==> config.mk <==
export PLATFORM = sky130hd
export DESIGN_NAME = scps_queue
export DESIGN_NICKNAME = d
export VERILOG_FILES = /design/src/scps_pkg.sv /design/src/scps_queue.sv
export SDC_FILE = /design/constraint.sdc
export NUM_CORES = 1
export LEC_CHECK = 0
export BUFFER_PORTS_ARGS = -buffer_cell sky130_fd_sc_hd__buf_2
export CAP_MARGIN = 25
export CORE_ASPECT_RATIO = 0.9
export CORE_MARGIN = 2
export CORE_UTILIZATION = 40
export CTS_CLUSTER_DIAMETER = 120
export DETAILED_ROUTE_END_ITERATION = 12
export PLACE_DENSITY = 0.62
export SLEW_MARGIN = 20
export SYNTH_ARGS = -nofsm -noshare
export SYNTH_HDL_FRONTEND = slang
export SYNTH_SLANG_ARGS = --single-unit
==> constraint.sdc <==
create_clock -name clk -period 3.8 [get_ports clk]
set_input_delay 0.38 -clock clk [delete_from_list [all_inputs] [get_ports clk]]
set_output_delay 0.38 -clock clk [all_outputs]
set_load 0.05 [all_outputs]
==> src/scps_pkg.sv <==
package scps_pkg;

  localparam int POINTS    = 5;
  localparam int PROFILES  = 2;
  localparam int TBL_DEPTH = POINTS * PROFILES;
  localparam int ADDR_W    = $clog2(TBL_DEPTH);
  localparam int SEG_W     = (POINTS > 2) ? $clog2(POINTS - 1) : 1;
  localparam int MULT_W    = 16 + $clog2(POINTS);

  localparam int Q_DEPTH = 4;
  localparam int Q_AW    = $clog2(Q_DEPTH);
  localparam int Q_CW    = Q_AW + 1;

  // ratio divider: (rem << 17) + step over 2*step
  localparam int RATIO_W = 32;
  localparam int ACC1_W  = 34;
  localparam int DEN1_W  = 17;
  localparam int CMP1_W  = DEN1_W + RATIO_W;

  // bounds and percent divider
  localparam int BND_W   = 47;
  localparam int DIFF_W  = 48;
  localparam int NUM_W   = 57;
  localparam int DEN2_W  = DIFF_W + 1;
  localparam int QUO_W   = 16;
  localparam int CMP2_W  = DEN2_W + QUO_W + 1;

  localparam logic [15:0] SUPPLY_START_RST = 16'd10000;
  localparam logic [15:0] SUPPLY_STEP_RST  = 16'd1000;
  localparam logic [15:0] SUPPLY_END_RST   = 16'd14000;

  localparam logic OP_LOAD    = 1'b0;
  localparam logic OP_CONVERT = 1'b1;

  typedef enum logic [1:0] {
    CFG_SUPPLY_START = 2'd0,
    CFG_SUPPLY_STEP  = 2'd1,
    CFG_SUPPLY_END   = 2'd2
  } cfg_idx_t;

  typedef struct packed {
    logic        op;
    logic        profile;
    logic [2:0]  point;
    logic [12:0] cal_low_mv;
    logic [12:0] cal_high_mv;
    logic [12:0] sensor_mv;
    logic [15:0] supply_mv;
  } scps_in_t;

  typedef struct packed {
    logic signed [15:0] percent;
    logic               saturated;
    logic               degenerate;
  } scps_out_t;

  typedef struct packed {
    logic [15:0] supply_start_mv;
    logic [15:0] supply_step_mv;
    logic [15:0] supply_end_mv;
  } scps_cfg_t;

  typedef struct packed {
    logic [15:0] rem;
    logic [12:0] sensor;
    logic [12:0] la;
    logic [12:0] lb;
    logic [12:0] ha;
    logic [12:0] hb;
  } scps_item_t;

endpackage

==> src/scps_queue.sv <==
module scps_queue (
  input  logic                 clk,
  input  logic                 rst_n,
  input  logic                 push_valid,
  output logic                 push_ready,
  input  scps_pkg::scps_item_t push_data,
  output logic                 pop_valid,
  input  logic                 pop_ready,
  output scps_pkg::scps_item_t pop_data
);
  import scps_pkg::*;

  scps_item_t      mem [Q_DEPTH];
  logic [Q_AW-1:0] wr_ptr_r, rd_ptr_r;
  logic [Q_CW-1:0] count_r;
  logic            push, pop;

  assign push_ready = count_r != Q_CW'(Q_DEPTH);
  assign pop_valid  = count_r != '0;
  assign push       = push_valid && push_ready;
  assign pop        = pop_valid && pop_ready;
  assign pop_data   = mem[rd_ptr_r];

  always_ff @(posedge clk) begin
    if (!rst_n) begin
      wr_ptr_r <= '0;
      rd_ptr_r <= '0;
      count_r  <= '0;
    end else begin
      if (push) begin
        wr_ptr_r <= wr_ptr_r + Q_AW'(1);
      end
      if (pop) begin
        rd_ptr_r <= rd_ptr_r + Q_AW'(1);
      end
      if (push && !pop) begin
        count_r <= count_r + Q_CW'(1);
      end else if (pop && !push) begin
        count_r <= count_r - Q_CW'(1);
      end
    end
  end

  always_ff @(posedge clk) begin
    if (push) begin
      mem[wr_ptr_r] <= push_data;
    end
  end

  a_q_bound: assert property (@(posedge clk) disable iff (!rst_n)
    count_r <= Q_CW'(Q_DEPTH))
    else $error("queue count overflow");

  a_q_count: assert property (@(posedge clk) disable iff (!rst_n)
    push && !pop |=> count_r == $past(count_r) + Q_CW'(1))
    else $error("queue count did not follow push");

endmodule

==> flow_metrics.py <==
metrics = {
    "critical_path": {
        "start_kind": "flip-flop",
        "crit_path_end_kind": "output port",
        "required_ps": 3420,
        "arrival_ps": 2280,
        "cp_max_fo": 81,
        "path_class": "flip-flop to output port",
    },
    "drt": {
        "num_vias": 5450,
        "ant_nets": 0,
        "drtIter0Drc": 325,
        "wirelength_um": 22390,
        "drcViolationCount": 0,
        "vias_per_cell": 4.977,
        "avgRoutedWirePerCell_um": 20.45,
        "dr.pass1.iters": 7,
    },
    "clock_network": {
        "clk_latency_ps": 500,
        "post_cts_buffers": 0,
        "cts_buffer_depth": 3,
        "path_clk_slew_ps": 60,
        "cts_root_buf": "clkbuf_16",
        "cts_tree": "built",
        "htree_levels": 2,
        "hold_buffers": 0,
        "cts_buffers": 36,
        "cts_resized": 0,
        "clock_sinks": 333,
    },
    "min_path": {
        "worstHoldPathType": "primary input to flip-flop",
    },
    "status": {
        "status": "finished, final reports clean",
    },
    "sta": {
        "maxSlewHeadroom_pct": 50.82,
        "rsz0062_at_grt": "no",
        "fin_tns_setup_ps": 0,
        "min_period_ps": 2662,
        "hold_viol_final": 0,
        "clock_skew_ps": 7.979,
        "finalCritPeriodShare_pct": 70.04,
        "max_clock_freq_mhz": 375.7,
        "setup_viol": 0,
        "holdWs_ps": 95.78,
        "worst_pin_slew_ps": 737.7,
        "maxSlewViolCount": 0,
    },
    "power_and_ir_drop": {
        "ir_drop_v": 0.0004994,
        "finalPower_uw": 11270,
        "power-per-cell-area_nw_per_um2": 772.2,
        "leakagePower_uw": 0.004852,
    },
    "global_routing": {
        "gr-total-overflow": 0,
        "track_usage_pct": 14.06,
        "grt_pass1_vias": 5993,
        "antenna_found_initial": 3,
        "grt_pass1_wl_um": 34140,
        "grt_max_degree": 82,
    },
    "place": {
        "place.gp.congestion": 0.6971,
        "dp.cells": 1030,
        "dp_hpwl_um": 12940,
        "portBuffers": 167,
    },
    "floorplanning": {
        "fp.coreArea_um2": 30030,
        "die-area_um2": 32040,
        "die_h_um": 170.0,
        "rows": 60,
        "die_x_um": 188.5,
        "floorplan.initialDensity_pct": 40.79,
        "io_pins": 168,
    },
    "synthesis": {
        "synth_nets": 562,
        "synth_cell_type_count": 23,
        "synth-seq-cells": 333,
        "ys_seq_area_share_pct": 80.91,
        "syn_area_um2": 12250,
        "synth_cells": 471,
        "yosysWarnings": 0,
        "avgSynthCellArea_um2": 26.00,
    },
    "layout": {
        "layoutNonFillerInstCount": 1095,
        "utilization_pct": 48.61,
        "final_cell_mix": "324 x edfxtp_1, 167 x buf_2, 81 x mux4_2",
        "final_common_cell": "edfxtp_1",
        "fillCellCount": 2440,
        "area_growth_pct": 19.17,
        "layout-drive-gt1-share_pct": 45.44,
        "nNetsFinal": 756,
    },
    "job": {
        "maxCapViolations": 0,
    },
}
[power breakdown]
part           internal, uW  total [uW]  switching (uW)
logic                  1070        3480            2410
registers              4460        4590             133
clock network          1870        3200            1330
[registers in the layout, summed over array words and instances, names as in the netlist, named ones only]
name / count
count_r: 3
mem: 324
rd_ptr_r: 2
wr_ptr_r: 2
[per-layer routing]
metal  vias up  GRT usage [%]  wire length [um]
li1       2408              -                 -
met1      2833          18.00              9493
met2       157          23.96             11090
met3        48          3.444              1259
met4         4          4.212               514
met5         -              0                29
[path summary, 6_finish.rpt]
kind	startpoint	endpoint	slack [ps]	depth (start not counted)
worst min register to register	wr_ptr_r[0]	wr_ptr_r[0]	510	2
worst min-delay path	push_data[27]	mem[3][27]	100	1
worst max register to register	count_r[0]	count_r[2]	1440	8
worst max-delay path	flip-flop	pop_data[56]	1140	3
[synthesized netlist by cell type]
cell,n,area [um^2]
edfxtp_1,324,9729
mux4_2,81,1824
dfxtp_1,9,180.2
and2_1,8,50.05
buf_12,8,160.2
buf_2,8,40.04
ha_1,5,62.56
nand2_1,5,18.77
inv_1,3,11.26
mux2i_1,3,30.03
xnor2_1,3,26.28
clkbuf_1,2,7.510
or3_1,2,12.51
a21boi_0,1,7.510
a21boi_2,1,11.26
buf_6,1,11.26
fa_1,1,20.02
nor2_1,1,3.750
nor2b_1,1,6.260
o21ai_0,1,5.000
o311ai_1,1,8.760
o31ai_2,1,12.51
xor2_1,1,8.760
[cell families (layout without fill, tap and decap cells)]
family	after synthesis	after routing	share of synthesized area (%)
xor+xnor	4	4	0.2861
simple gates	17	17	0.7458
compound gates	5	5	0.3677
other cells	0	1	0
buf+inv	22	242	1.880
fa+ha+maj	6	6	0.6742
flops	333	333	80.91
mux	84	84	15.14
[final cells by class]
cell class / instances / area [um^2] / area share (%)
Sequential cell: 333 / 9917 / 67.94
Multi-Input combinational cell: 116 / 2118 / 14.51
Clock buffer: 46 / 969.7 / 6.643
Timing Repair Buffer: 175 / 958.4 / 6.566
Tap cell: 403 / 504.2 / 3.454
Clock inverter: 18 / 115.1 / 0.7886
Inverter: 3 / 11.26 / 0.07715
Antenna cell: 1 / 2.502 / 0.01714
[critical path, stage by stage (launching register included)]
cell     delay [ps]
dfxtp_4         350
buf_12          510
mux4_2          620
buf_2           230
[per-stage QoR]
stage / instance area, um^2 / worst slack [ps]
2_1_floorplan: 12250 / 621.7
3_3_place_gp: 13510 / 1528
3_5_place_dp: 13510 / 1407
4_1_cts: 14590 / 1071
5_1_grt: 14590 / 995.1
6_report: 14600 / 1138
(Power assumes the default switching activity.)
