--- config.mk ---
export PLATFORM = sky130hd
export DESIGN_NAME = scps_front
export DESIGN_NICKNAME = d
export VERILOG_FILES = /design/src/scps_pkg.sv /design/src/scps_front.sv
export SDC_FILE = /design/constraint.sdc
export NUM_CORES = 1
export LEC_CHECK = 0
export BUFFER_PORTS_ARGS = -buffer_cell sky130_fd_sc_hd__buf_2
export CORE_MARGIN = 3
export CORE_UTILIZATION = 40
export DETAILED_ROUTE_END_ITERATION = 7
export GPL_TIMING_DRIVEN = 0
export HOLD_SLACK_MARGIN = 0.15
export PLACE_DENSITY = 0.69
export SYNTH_ARGS = -nofsm -noshare
export SYNTH_HDL_FRONTEND = slang
export SYNTH_SLANG_ARGS = --single-unit
--- constraint.sdc ---
create_clock -name clk -period 28.3 [get_ports clk]
set_input_delay 8.49 -clock clk [delete_from_list [all_inputs] [get_ports clk]]
set_output_delay 8.49 -clock clk [all_outputs]
set_load 0.05 [all_outputs]
--- src/scps_pkg.sv ---
package scps_pkg;

  localparam int POINTS    = 5;
  localparam int PROFILES  = 2;
  localparam int TBL_DEPTH = POINTS * PROFILES;
  localparam int ADDR_W    = $clog2(TBL_DEPTH);
  localparam int SEG_W     = (POINTS > 2) ? $clog2(POINTS - 1) : 1;
  localparam int MULT_W    = 16 + $clog2(POINTS);

  localparam int Q_DEPTH = 4;
  localparam int Q_AW    = $clog2(Q_DEPTH);
  localparam int Q_CW    = Q_AW + 1;

  // ratio divider: (rem << 17) + step over 2*step
  localparam int RATIO_W = 32;
  localparam int ACC1_W  = 34;
  localparam int DEN1_W  = 17;
  localparam int CMP1_W  = DEN1_W + RATIO_W;

  // bounds and percent divider
  localparam int BND_W   = 47;
  localparam int DIFF_W  = 48;
  localparam int NUM_W   = 57;
  localparam int DEN2_W  = DIFF_W + 1;
  localparam int QUO_W   = 16;
  localparam int CMP2_W  = DEN2_W + QUO_W + 1;

  localparam logic [15:0] SUPPLY_START_RST = 16'd10000;
  localparam logic [15:0] SUPPLY_STEP_RST  = 16'd1000;
  localparam logic [15:0] SUPPLY_END_RST   = 16'd14000;

  localparam logic OP_LOAD    = 1'b0;
  localparam logic OP_CONVERT = 1'b1;

  typedef enum logic [1:0] {
    CFG_SUPPLY_START = 2'd0,
    CFG_SUPPLY_STEP  = 2'd1,
    CFG_SUPPLY_END   = 2'd2
  } cfg_idx_t;

  typedef struct packed {
    logic        op;
    logic        profile;
    logic [2:0]  point;
    logic [12:0] cal_low_mv;
    logic [12:0] cal_high_mv;
    logic [12:0] sensor_mv;
    logic [15:0] supply_mv;
  } scps_in_t;

  typedef struct packed {
    logic signed [15:0] percent;
    logic               saturated;
    logic               degenerate;
  } scps_out_t;

  typedef struct packed {
    logic [15:0] supply_start_mv;
    logic [15:0] supply_step_mv;
    logic [15:0] supply_end_mv;
  } scps_cfg_t;

  typedef struct packed {
    logic [15:0] rem;
    logic [12:0] sensor;
    logic [12:0] la;
    logic [12:0] lb;
    logic [12:0] ha;
    logic [12:0] hb;
  } scps_item_t;

endpackage

--- src/scps_front.sv ---
module scps_front (
  input  logic                clk,
  input  logic                rst_n,
  input  logic                in_valid,
  output logic                in_ready,
  input  scps_pkg::scps_in_t  in_data,
  input  scps_pkg::scps_cfg_t cfg,
  output logic                push_valid,
  input  logic                push_ready,
  output scps_pkg::scps_item_t push_data
);
  import scps_pkg::*;

  logic              f1_v_r;
  logic [15:0]       f1_offset_r;
  logic [12:0]       f1_sensor_r;
  logic              f1_prof_r;

  logic              f2_v_r;
  logic [15:0]       f2_rem_r;
  logic [12:0]       f2_sensor_r;
  logic              f2_prof_ok_r;
  logic [12:0]       f2_la_r, f2_lb_r, f2_ha_r, f2_hb_r;

  logic [12:0]       low_mem  [TBL_DEPTH];
  logic [12:0]       high_mem [TBL_DEPTH];

  logic [15:0]       step_eff;
  logic [15:0]       supply_c;
  logic [15:0]       offset_nxt;
  logic [15:0]       rem_nxt;
  logic [SEG_W-1:0]  seg;
  logic              prof_ok;
  logic              ld_ok;
  logic              ld_en;
  logic              f2_ready;
  logic [ADDR_W-1:0] rd_addr0, rd_addr1, wr_addr;

  assign f2_ready = !f2_v_r || push_ready;
  assign in_ready = !f1_v_r || f2_ready;

  always_comb begin
    step_eff = (cfg.supply_step_mv == '0) ? 16'd1 : cfg.supply_step_mv;
    if (in_data.supply_mv < cfg.supply_start_mv) begin
      supply_c = cfg.supply_start_mv;
    end else if (in_data.supply_mv > cfg.supply_end_mv) begin
      supply_c = cfg.supply_end_mv;
    end else begin
      supply_c = in_data.supply_mv;
    end
    offset_nxt = (supply_c >= cfg.supply_start_mv) ? supply_c - cfg.supply_start_mv : '0;
  end

  // segment search: highest k, at most POINTS-2, with k*step <= offset
  always_comb begin
    logic [MULT_W-1:0] mult;
    mult    = '0;
    seg     = '0;
    rem_nxt = f1_offset_r;
    for (int k = 1; k <= POINTS - 2; k++) begin
      mult = MULT_W'(k) * MULT_W'(step_eff);
      if (MULT_W'(f1_offset_r) >= mult) begin
        seg     = SEG_W'(k);
        rem_nxt = f1_offset_r - mult[15:0];
      end
    end
  end

  always_comb begin
    prof_ok  = int'(f1_prof_r) < PROFILES;
    rd_addr0 = prof_ok ? ADDR_W'(int'(f1_prof_r) * POINTS + int'(seg)) : '0;
    rd_addr1 = rd_addr0 + ADDR_W'(1);
    ld_ok    = (int'(in_data.profile) < PROFILES) && (int'(in_data.point) < POINTS);
    wr_addr  = ADDR_W'(int'(in_data.profile) * POINTS + int'(in_data.point));
    ld_en    = in_valid && in_ready && (in_data.op == OP_LOAD) && ld_ok;
  end

  always_ff @(posedge clk) begin
    if (!rst_n) begin
      f1_v_r <= 1'b0;
      f2_v_r <= 1'b0;
    end else begin
      if (in_ready) begin
        f1_v_r <= in_valid && (in_data.op == OP_CONVERT);
      end
      if (f2_ready) begin
        f2_v_r <= f1_v_r;
      end
    end
  end

  always_ff @(posedge clk) begin
    if (in_ready) begin
      f1_offset_r <= offset_nxt;
      f1_sensor_r <= in_data.sensor_mv;
      f1_prof_r   <= in_data.profile;
    end
  end

  always_ff @(posedge clk) begin
    if (ld_en) begin
      low_mem[wr_addr]  <= in_data.cal_low_mv;
      high_mem[wr_addr] <= in_data.cal_high_mv;
    end
  end

  always_ff @(posedge clk) begin
    if (f2_ready) begin
      f2_rem_r     <= rem_nxt;
      f2_sensor_r  <= f1_sensor_r;
      f2_prof_ok_r <= prof_ok;
      f2_la_r      <= low_mem[rd_addr0];
      f2_lb_r      <= low_mem[rd_addr1];
      f2_ha_r      <= high_mem[rd_addr0];
      f2_hb_r      <= high_mem[rd_addr1];
    end
  end

  assign push_valid       = f2_v_r;
  assign push_data.rem    = f2_rem_r;
  assign push_data.sensor = f2_sensor_r;
  assign push_data.la     = f2_prof_ok_r ? f2_la_r : '0;
  assign push_data.lb     = f2_prof_ok_r ? f2_lb_r : '0;
  assign push_data.ha     = f2_prof_ok_r ? f2_ha_r : '0;
  assign push_data.hb     = f2_prof_ok_r ? f2_hb_r : '0;

  a_f1_hold: assert property (@(posedge clk) disable iff (!rst_n)
    f1_v_r && !f2_ready |=> f1_v_r && $stable(f1_offset_r))
    else $error("front stage lost a stalled request");

endmodule

==> metrics.cfg, run 1 <==
[timing]
final-max-slew-violation-count=0
hold_viol=0
fin_ws_ns=9.17
worst_pin_slew_ns=1.12
fin_skew_ns=0.0224
max_freq_ghz=0.0523
maxSlewHeadroom_pct=25.5
rsz0062_at_grt=false
setup_viol=0
post-route-period-util_pct=67.6
min_period_ns=19.13
final.setup.tns_ns=0

[finish]
fillers=4705
drive_gt1_share_pct=19.1
area_growth_pct=16.1
finalNonFillerCells=2765
finalInstanceArea_um2=25300
fin_nets=2275

[synthesis]
synth_area_leader_cell=edfxtp_1
ys_ff_latch=373
synth_edf_count=371
async_flop_share_pct=0
yosysUniqueCellTypes=75
syn-num-nets=2013
synthDominantCellAreaShare_pct=51.0
synth_flop_cell=edfxtp_1
synthTopCellsByArea=edfxtp_1 (51%), mux4_2 (7.0%), ha_1 (6.9%)
syn_area_um2=21800
synth.avg_cell_area_um2=12.3
yosysWarnings=0
postSynthCellCount=1776
ys_seq_area_share_pct=51.2

[clock_network]
hold_buffers=0
cts-root-buf=clkbuf_16
htreeDepth=2
path_clk_slew_ns=0.06
ctsResizeCount=0
insertion_delay_ns=0.58
post_cts_buffers=0
clockBufferDepth=3
cts_tree=built
numCtsBuffers=42
cts_sinks=373

[global_routing]
grt_max_degree=50
grt_pass1_vias=16200
antenna_found_initial=8
grt_pass1_wl_um=94200
overflow=0
grt.total_usage_pct=21.5

[critical_path]
worst_path_max_delay_cell=clkbuf_1
rrSetupSlack_ns=18.97
required_ns=28.57
crit_fanout=10
critPathKind=in -> reg
critPathCaptureType=register
worst_setup_path_start_kind=input pin
r2r_cells=28
r2r_end=f2_lb_r[2]
critPathArrivalTime_ns=19.40
reg2reg_from=f1_offset_r[0]
slowest_delay_ns=0.74

[drt]
first_pass_iters=6
postRouteAntennaNets=0
wire_per_inst_um=22.8
via_per_inst=5.89
drcViolationCount=0
wl_um=63100
drt_iter0_markers=1903
num_vias=16300

[power]
peakVddDrop_mv=0.0458
leakagePower_nw=10.1
fin_total_pwr_w=0.00229
p_per_area_nw_per_um2=90.2

[place]
io_buffers=194
place_ws_ns=8.79
gp_congestion=0.900
place_area_um2=24000
dpl.cell_count=2682
dp_hpwl_um=46200

[floorplan]
ioPinCount=195
die-area_um2=57400
fp.coreArea_um2=53300
fp.dieW_um=240
die_y_um=240
std_cell_rows=84
start_util_pct=41.0

[hold_path]
hold_path_class=reg -> reg
hold_start=f1_sensor_r[10]
hold_path_end=f2_sensor_r[10]
holdPathStages=0

[status]
status=completed

[flow_run]
cap_violations=0

cell usage after synthesis, types with 7 or more instances:
master    instances
mux2i_1         138
a21oi_1         102
xor2_1           23
buf_2             9
and2_1            7
a31oi_1          21
edfxtp_1        371
a211o_1          10
mux4_2           68
o21bai_1         10
nor2b_1          26
nor3_1           23
o21ai_0         103
o211ai_1         24
mux2_4            7
clkbuf_1         65
nor4_1           10
nand4_1          16
o31ai_1          10
nand2b_1         12
ha_1            120
or3_1             8
nand3_1          66
inv_1           110
and3_1           22
nor2_1           72
xnor2_1          31
a211oi_1         21
nand2_1          95
mux2_2            8
a21o_1           46
o21a_1           17
metal layers:
| metal | wire length, um | global-route usage (%) | vias to the layer above |
|---|---|---|---|
| met2 | 29000 | 34.8 | 838 |
| met5 | 7 | 0 | - |
| met1 | 26200 | 28.5 | 7883 |
| met3 | 5580 | 4.51 | 153 |
| li1 | - | - | 7400 |
| met4 | 2320 | 8.63 | 2 |
report_power, final:
group	total, W	internal (W)	switching, W
combinational	0.00104	0.000371	0.000671
clock	0.000519	0.000294	0.000226
sequential	0.000724	0.000694	0.0000302
total	0.00229	0.00136	0.000927
cells by family (layout without fill, tap and decap cells):
kind of cell / Yosys count / count (layout) / share of synthesized area, %
AOI/OAI and AO/OA: 426 / 426 / 12.7
xor gates and xnor gates: 55 / 55 / 2.24
adders and majority gates: 125 / 125 / 7.34
buffers and inverters: 195 / 488 / 3.54
DFF: 373 / 373 / 51.2
muxes: 227 / 227 / 14.5
other: 0 / 8 / 0
and+or+nand+nor: 375 / 375 / 8.44
per-stage QoR:
stage          util, %  hold slack, ns
6_report          47.6           0.417
5_1_grt           47.5           0.430
2_1_floorplan        -           0.400
4_1_cts           47.5           0.420
3_3_place_gp      44.4           0.402
3_5_place_dp      45.1           0.406
registers in the layout, indices dropped and copies added (netlist names):
name         count
f1_offset_r     16
f2_hb_r         13
f2_ha_r         13
f2_sensor_r     13
high_mem       130
f1_v_r           1
low_mem        130
f1_prof_r        1
push_valid       1
f2_lb_r         13
f2_rem_r        16
f1_sensor_r     13
f2_la_r         13
cell type report:
type                    count  area, um2  area share, %
inverters                 111        419           1.65
clock inverters            24        216          0.854
flip-flops and latches    373      11200           44.1
clock buffers              51       1080           4.28
repair buffers            218       1270           5.01
well taps                 688        861           3.40
multi-input cells        1208       9940           39.2
plain buffers              84        357           1.41
diodes                      8       20.0         0.0790
worst max path at each step:
stage	slack, ns	startpoint	end	cells past startpoint
2_1_floorplan	10.28	push_ready	in_ready	2
3_3_place_gp	8.76	cfg[31]	f2_lb_r[2]	42
3_5_place_dp	8.79	cfg[31]	f2_lb_r[4]	42
4_1_cts	9.31	cfg[31]	f2_lb_r[1]	42
5_1_grt	8.40	cfg[24]	f2_lb_r[1]	42
6_report	9.17	cfg[31]	f2_lb_r[2]	42
critical path, delay by kind of cell:
kind	cells	cell delay, ns
AOI/OAI and AO/OA	9	2.17
adders and majority gates	5	1.42
muxes	3	0.72
and+or+nand+nor	11	1.88
xor gates and xnor gates	1	0.18
buffers and inverters	13	4.48
layout by cell type (no fill, tap or decap), types with 68 or more instances in the layout:
master	instances
a21oi_1	102
nor2_1	68
clkbuf_1	74
edfxtp_1	371
buf_2	203
inv_1	109
o21ai_0	103
mux4_2	68
nand2_1	94
mux2i_1	138
ha_1	120
Note: power is estimated with default switching activity, not from simulation.
==> run 2, diff against run 1 <==
--- a/config.mk
+++ b/config.mk
@@ -11,7 +11,7 @@
 export DETAILED_ROUTE_END_ITERATION = 7
 export GPL_TIMING_DRIVEN = 0
 export HOLD_SLACK_MARGIN = 0.15
-export PLACE_DENSITY = 0.69
+export PLACE_DENSITY = 0.72
 export SYNTH_ARGS = -nofsm -noshare
 export SYNTH_HDL_FRONTEND = slang
 export SYNTH_SLANG_ARGS = --single-unit
==> constraint.sdc (replaced) <==
create_clock -name clk -period 15.5 [get_ports clk]
set_input_delay 4.65 -clock clk [delete_from_list [all_inputs] [get_ports clk]]
set_output_delay 4.65 -clock clk [all_outputs]
set_load 0.05 [all_outputs]
==> run 2 against run 1 <==
Against the previous run:
- final cell count about the same
- clock-buffer cell count down 3
- die area unchanged
- sequential power up 82%
- routed wire length up 0.44%
- highest routed layer unchanged
- combinational power up 85%
- via count up 0.68%
- sequential share of layout area down 0.13 points
- non-clock buffer count up 2
- critical path depth down 1
- first-iteration DRC count down 18%
==> metrics.cfg, run 2 (same netlist as run 1, synthesis figures left out) <==
[timing]
fin_skew_ns=0.0203  ; -0.00220 ns
max_freq_ghz=0.0678
rsz0062_at_grt=false
final.setup.tns_ns=0  ; unchanged
min_period_ns=14.74
setup_viol=0  ; unchanged
hold_viol=0  ; unchanged
worst_pin_slew_ns=1.27  ; +0.154 ns
final-max-slew-violation-count=0  ; unchanged
post-route-period-util_pct=95.1
maxSlewHeadroom_pct=15.2  ; -10 points

[critical_path]
critPathArrivalTime_ns=15.04  ; -4.36 ns
slowest_delay_ns=0.49  ; -0.25 ns
crit_fanout=11  ; +1
timing.critical_path.max_delay_family=buffers and inverters
crit_top_cell=ha_1
reg2reg_from=f1_offset_r[0]
path_buf_inv=12  ; -1
worst_setup_path_start_kind=input pin
critPathCaptureType=register
rrSetupSlack_ns=6.84  ; -12.13 ns
worst_path_max_delay_cell=buf_2
r2r_cells=27  ; -3.6%
r2r_end=f2_lb_r[2]
critPathKind=in -> reg
required_ns=15.80  ; -12.77 ns

[floorplan]
die_y_um=240  ; unchanged
die-area_um2=57400  ; unchanged
fp.coreArea_um2=53300  ; unchanged
start_util_pct=41.0  ; unchanged
fp.dieW_um=240  ; unchanged
std_cell_rows=84  ; unchanged
ioPinCount=195  ; unchanged

[finish]
final_cell_mix=edfxtp_1 (371), buf_2 (204), mux2i_1 (138)
drive_gt1_share_pct=19.8  ; +0.75 points
finalInstanceArea_um2=25400  ; +0.31%
reg_top3=high_mem: 130 flops, low_mem: 130 flops
finalNonFillerCells=2766  ; +0.036%
fin_nets=2277  ; +0.088%
area_growth_pct=16.5
layout_commonest_cell=edfxtp_1

[hold_path]
holdPathStages=0  ; unchanged
hold_path_end=f2_sensor_r[10]
hold_path_class=reg -> reg
hold_start=f1_sensor_r[10]

[global_routing]
grt_pass1_wl_um=95400  ; +1.3%
grt_pass1_vias=16400  ; +1.1%
overflow=0  ; unchanged
grt_max_degree=47  ; -6.0%
grt.total_usage_pct=21.8  ; +0.24 points
antenna_found_initial=7  ; -1

[place]
io_buffers=194  ; unchanged
dpl.cell_count=2685  ; +0.11%
dp_hpwl_um=46700  ; +1.1%
gp_congestion=0.930  ; +3.3%
place_area_um2=24100  ; +0.13%

[clock_network]
cts_sinks=373  ; unchanged
numCtsBuffers=42  ; unchanged
path_clk_slew_ns=0.06  ; about the same
clockBufferDepth=3  ; unchanged
post_cts_buffers=0  ; unchanged
hold_buffers=0  ; unchanged
cts_tree=built
htreeDepth=2  ; unchanged
cts-root-buf=clkbuf_16
insertion_delay_ns=0.58  ; about the same

[flow_run]
cap_violations=0  ; unchanged

[drt]
first_pass_iters=6  ; unchanged
wl_um=63400  ; +0.44%
drt_iter0_markers=1551  ; -18%
via_per_inst=5.92  ; +0.65%
drcViolationCount=0  ; unchanged
postRouteAntennaNets=0  ; unchanged
wire_per_inst_um=22.9  ; +0.41%
num_vias=16400  ; +0.68%

[power]
peakVddDrop_mv=0.0768  ; +68%
leakagePower_nw=10.2  ; +0.68%
p_per_area_nw_per_um2=166  ; +84%

[status]
status=completed

## run 2: worst register-to-register path: cells and delay by family, from the launching register on
| family | cells | cell delay [ns] |
|---|---|---|
| multiplexers | 3 | 0.74 |
| AO/OA/AOI/OAI | 6 | 1.91 |
| AND/OR/NAND/NOR | 4 | 0.84 |
| adder cells (fa/ha/maj) | 4 | 1.52 |
| flip-flops | 1 | 0.46 |
| buffers and inverters | 10 | 2.91 |
## run 2: power by group
part	total [W]	internal, W	switching (W)
clock network	0.000974	0.000554	0.000420
logic	0.00192	0.000678	0.00124
registers	0.00132	0.00127	0.0000513
## run 2: how the worst max path moves through the flow
stage               startpoint           to  slack, ns  depth (start not counted)
floorplan              cfg[30]  f2_hb_r[10]       3.02                         40
global placement       cfg[31]   f2_lb_r[2]      -0.53                         42
detailed placement     cfg[31]   f2_lb_r[9]      -0.66                         42
CTS                    cfg[31]   f2_lb_r[1]       0.02                         42
global route           cfg[31]  f2_lb_r[10]       0.21                         41
finish                 cfg[31]   f2_lb_r[2]       0.76                         41
## run 2: what timing repair did
action / 4_1_cts / 5_1_grt
gates cloned: 0 / 0
gates resized for setup: 1 / 21
setup endpoints to repair: 10 / 26
## run 2: cell type report
type / instances / area [um2]
fill: 4593 / 27900
sequential: 373 / 11200
multi-input combinational: 1208 / 9950
timing repair buffer: 221 / 1300
clock buffer: 48 / 1070
tap: 688 / 861
inverter: 111 / 419
buffer: 83 / 363
clock inverter: 27 / 263
antenna: 7 / 17.5
## run 2: per-layer routing
metal,GRT usage [%],part of all wire (%),up-vias
li1,-,-,7403
met1,29.4,40,7933
met2,34.8,46,895
met3,4.63,10,154
met4,7.77,3.3,2
met5,0,0.011,-
## run 2: metrics by stage
stage / hold WS (ns) / total power, W / worst slack (ns) / utilization, %
4_1_cts: 0.421 / 0.00421 / 0.0160 / 47.7
2_1_floorplan: 0.400 / 0.00270 / 3.02 / -
3_5_place_dp: 0.407 / 0.00322 / -0.660 / 45.1
6_report: 0.420 / 0.00421 / 0.756 / 47.7
5_1_grt: 0.425 / 0.00439 / 0.208 / 47.7
3_3_place_gp: 0.401 / 0.00319 / -0.526 / 44.4
==> run 3, diff against run 2 <==
--- a/config.mk
+++ b/config.mk
@@ -5,6 +5,7 @@
 export SDC_FILE = /design/constraint.sdc
 export NUM_CORES = 1
 export LEC_CHECK = 0
+export ABC_AREA = 1
 export BUFFER_PORTS_ARGS = -buffer_cell sky130_fd_sc_hd__buf_2
 export CORE_MARGIN = 3
 export CORE_UTILIZATION = 40
==> run 3 against run 2 <==
Against the previous run:
- the flow now finishes with violations (DRC)
- die area decreased by 0.33%
- synthesized area decreased by 0.34%
- sequential power about the same
- final cell count increased by 21%
- flip-flop and latch count unchanged
- utilization increased by 0.061 points
- critical path depth increased by 1
- critical endpoint is now f2_hb_r[10]
- fmax increased by 12%
- clock power increased by 9.9%
- via count increased by 17%
- global-route usage increased by 2.9 points
- critical path type unchanged
==> metrics.cfg, run 3 <==
[status]
status=finished, violations left
violations=DRC

[synthesis]
ys_ff_latch=373  ; unchanged
ys_seq_area_share_pct=51.4  ; +0.17 points
syn-num-nets=2616  ; +30%
synth_flop_cell=edfxtp_1
synth.avg_cell_area_um2=9.14  ; -26%
synthTopCellsByArea=edfxtp_1 (51%), nand2_1 (8.7%), ha_1 (6.9%)
postSynthCellCount=2379  ; +34%
yosys.cell_count.top_type=nand2_1
yosysUniqueCellTypes=48  ; -36%
synthDominantCellAreaShare_pct=51.2  ; +0.17 points
async_flop_share_pct=0  ; unchanged
synth_common_cells=nand2_1 (506), edfxtp_1 (371), o21ai_0 (281)
syn_area_um2=21800  ; -0.34%
synth_area_leader_cell=edfxtp_1
synth_edf_count=371  ; unchanged
yosysWarnings=0  ; unchanged

[floorplan]
die_y_um=239  ; -0.16%
ioPinCount=195  ; unchanged
std_cell_rows=84  ; unchanged
die-area_um2=57200  ; -0.33%
fp.dieW_um=239  ; -0.16%
start_util_pct=40.9  ; -0.058 points
fp.coreArea_um2=53200  ; -0.20%

[global_routing]
grt_pass1_wl_um=107000  ; +13%
grt_max_degree=51  ; +8.5%
grt.total_usage_pct=24.7  ; +2.9 points
grt_pass1_vias=18500  ; +13%
antenna_found_initial=7  ; unchanged
overflow=0  ; unchanged

[clock_network]
clockBufferDepth=3  ; unchanged
numCtsBuffers=42  ; unchanged
cts_tree=built
insertion_delay_ns=0.59  ; about the same
post_cts_buffers=0  ; unchanged
cts-root-buf=clkbuf_16
hold_buffers=0  ; unchanged
htreeDepth=2  ; unchanged
cts_sinks=373  ; unchanged
ctsResizeCount=0  ; -1
path_clk_slew_ns=0.06  ; about the same

[place]
place_area_um2=23900  ; -0.71%
gp_congestion=0.959  ; +3.1%
dp_hpwl_um=52100  ; +12%
io_buffers=194  ; unchanged

[finish]
drive_gt1_share_pct=13.2  ; -6.6 points
finalInstanceArea_um2=25400  ; about the same
fin_nets=2864  ; +26%
area_growth_pct=16.8
final_cell_mix=nand2_1 (505), edfxtp_1 (371), o21ai_0 (281)
reg_top3=high_mem: 130 flops, low_mem: 130 flops
layout_commonest_cell=nand2_1

[power]
leakagePower_nw=10.9  ; +6.9%
p_per_area_nw_per_um2=186  ; +12%
peakVddDrop_mv=0.130  ; +69%

[timing]
fin_skew_ns=0.0183  ; -0.00196 ns
max_freq_ghz=0.0761  ; +12%
final-max-slew-violation-count=0  ; unchanged
maxSlewHeadroom_pct=22.9  ; +7.7 points
setup_viol=0  ; unchanged
post-route-period-util_pct=84.8  ; -10 points
worst_pin_slew_ns=1.16  ; -0.116 ns
final.setup.tns_ns=0  ; unchanged
hold_viol=0  ; unchanged
min_period_ns=13.14  ; -1.61 ns
rsz0062_at_grt=false

[critical_path]
worst_setup_path_start_kind=input pin
required_ns=15.86  ; +0.06 ns
crit_top_cell=nand2_1
crit_fanout=10  ; -1
critPathCaptureType=register
critPathArrivalTime_ns=13.50  ; -1.54 ns
slowest_delay_ns=0.62  ; +0.13 ns
worst_path_max_delay_cell=clkbuf_1
critPathKind=in -> reg

[drt]
wl_um=72500  ; +14%
num_vias=19200  ; +17%
drcViolationCount=1  ; +1
drt_iter0_markers=2644  ; +70%
wire_per_inst_um=21.6  ; -5.7%
first_pass_iters=8  ; +2
via_per_inst=5.72  ; -3.4%
postRouteAntennaNets=0  ; unchanged

[flow_run]
cap_violations=0  ; unchanged

[hold_path]
hold_path_class=reg -> reg

[run 3: final timing paths]
path              depth (start not counted)           start        endpoint  slack [ns]
setup / recovery                         42         cfg[30]     f2_hb_r[10]        2.36
hold / removal                            0  f1_sensor_r[9]  f2_sensor_r[9]        0.43
setup reg to reg                         25  f1_offset_r[0]     f2_hb_r[10]        8.34
hold reg to reg                           0  f1_sensor_r[9]  f2_sensor_r[9]        0.43
[run 3: power breakdown]
part | leakage [nW] | switching (W) | internal (W)
Clock | 0.725 | 0.000434 | 0.000640
Sequential | 3.57 | 0.0000532 | 0.00128
Combinational | 6.60 | 0.00169 | 0.000633
[run 3: worst max-delay path: cells and delay by family]
family / cells / cell delay (ns)
adder cells (fa/ha/maj): 5 / 1.48
XOR/XNOR: 1 / 0.23
AND/OR/NAND/NOR: 15 / 2.09
AO/OA/AOI/OAI: 9 / 1.83
buffers and inverters: 12 / 3.19
[run 3: cells by family after synthesis]
| kind of cell | Yosys count | share of synthesized area (%) |
|---|---|---|
| xor+xnor | 59 | 2.38 |
| fa+ha+maj | 125 | 7.36 |
| mux | 35 | 1.61 |
| flops | 373 | 51.4 |
| compound gates | 558 | 14.2 |
| buf+inv | 324 | 5.85 |
| simple gates | 905 | 17.2 |
[run 3: metrics by stage]
stage / total power, W / setup slack (ns) / std cells / util, % / hold slack, ns
floorplan: 0.00286 / 3.37 / 2379 / - / 0.400
detailed placement: 0.00359 / 2.08 / 3270 / 44.9 / 0.405
global placement: 0.00356 / 1.68 / 3261 / 44.4 / 0.401
global route: 0.00496 / 1.89 / 3353 / 47.8 / 0.425
CTS: 0.00468 / 2.68 / 3348 / 47.7 / 0.419
finish: 0.00473 / 2.36 / 3354 / 47.8 / 0.426
[run 3: final cells by class]
cell class	instances	area, um2
Antenna cell	5	12.5
Inverter	212	796
Clock inverter	31	418
Sequential cell	373	11200
Fill cell	4979	27800
Timing Repair Buffer	204	1210
Clock buffer	47	1070
Multi-Input combinational cell	1682	9380
Buffer	112	478
Tap cell	688	861
[run 3: layer usage]
metal | global-route usage, % | wire length [um]
met5 | 0 | 20
met4 | 11.3 | 3400
met3 | 4.94 | 7570
met2 | 39.4 | 32900
met1 | 32.5 | 28600
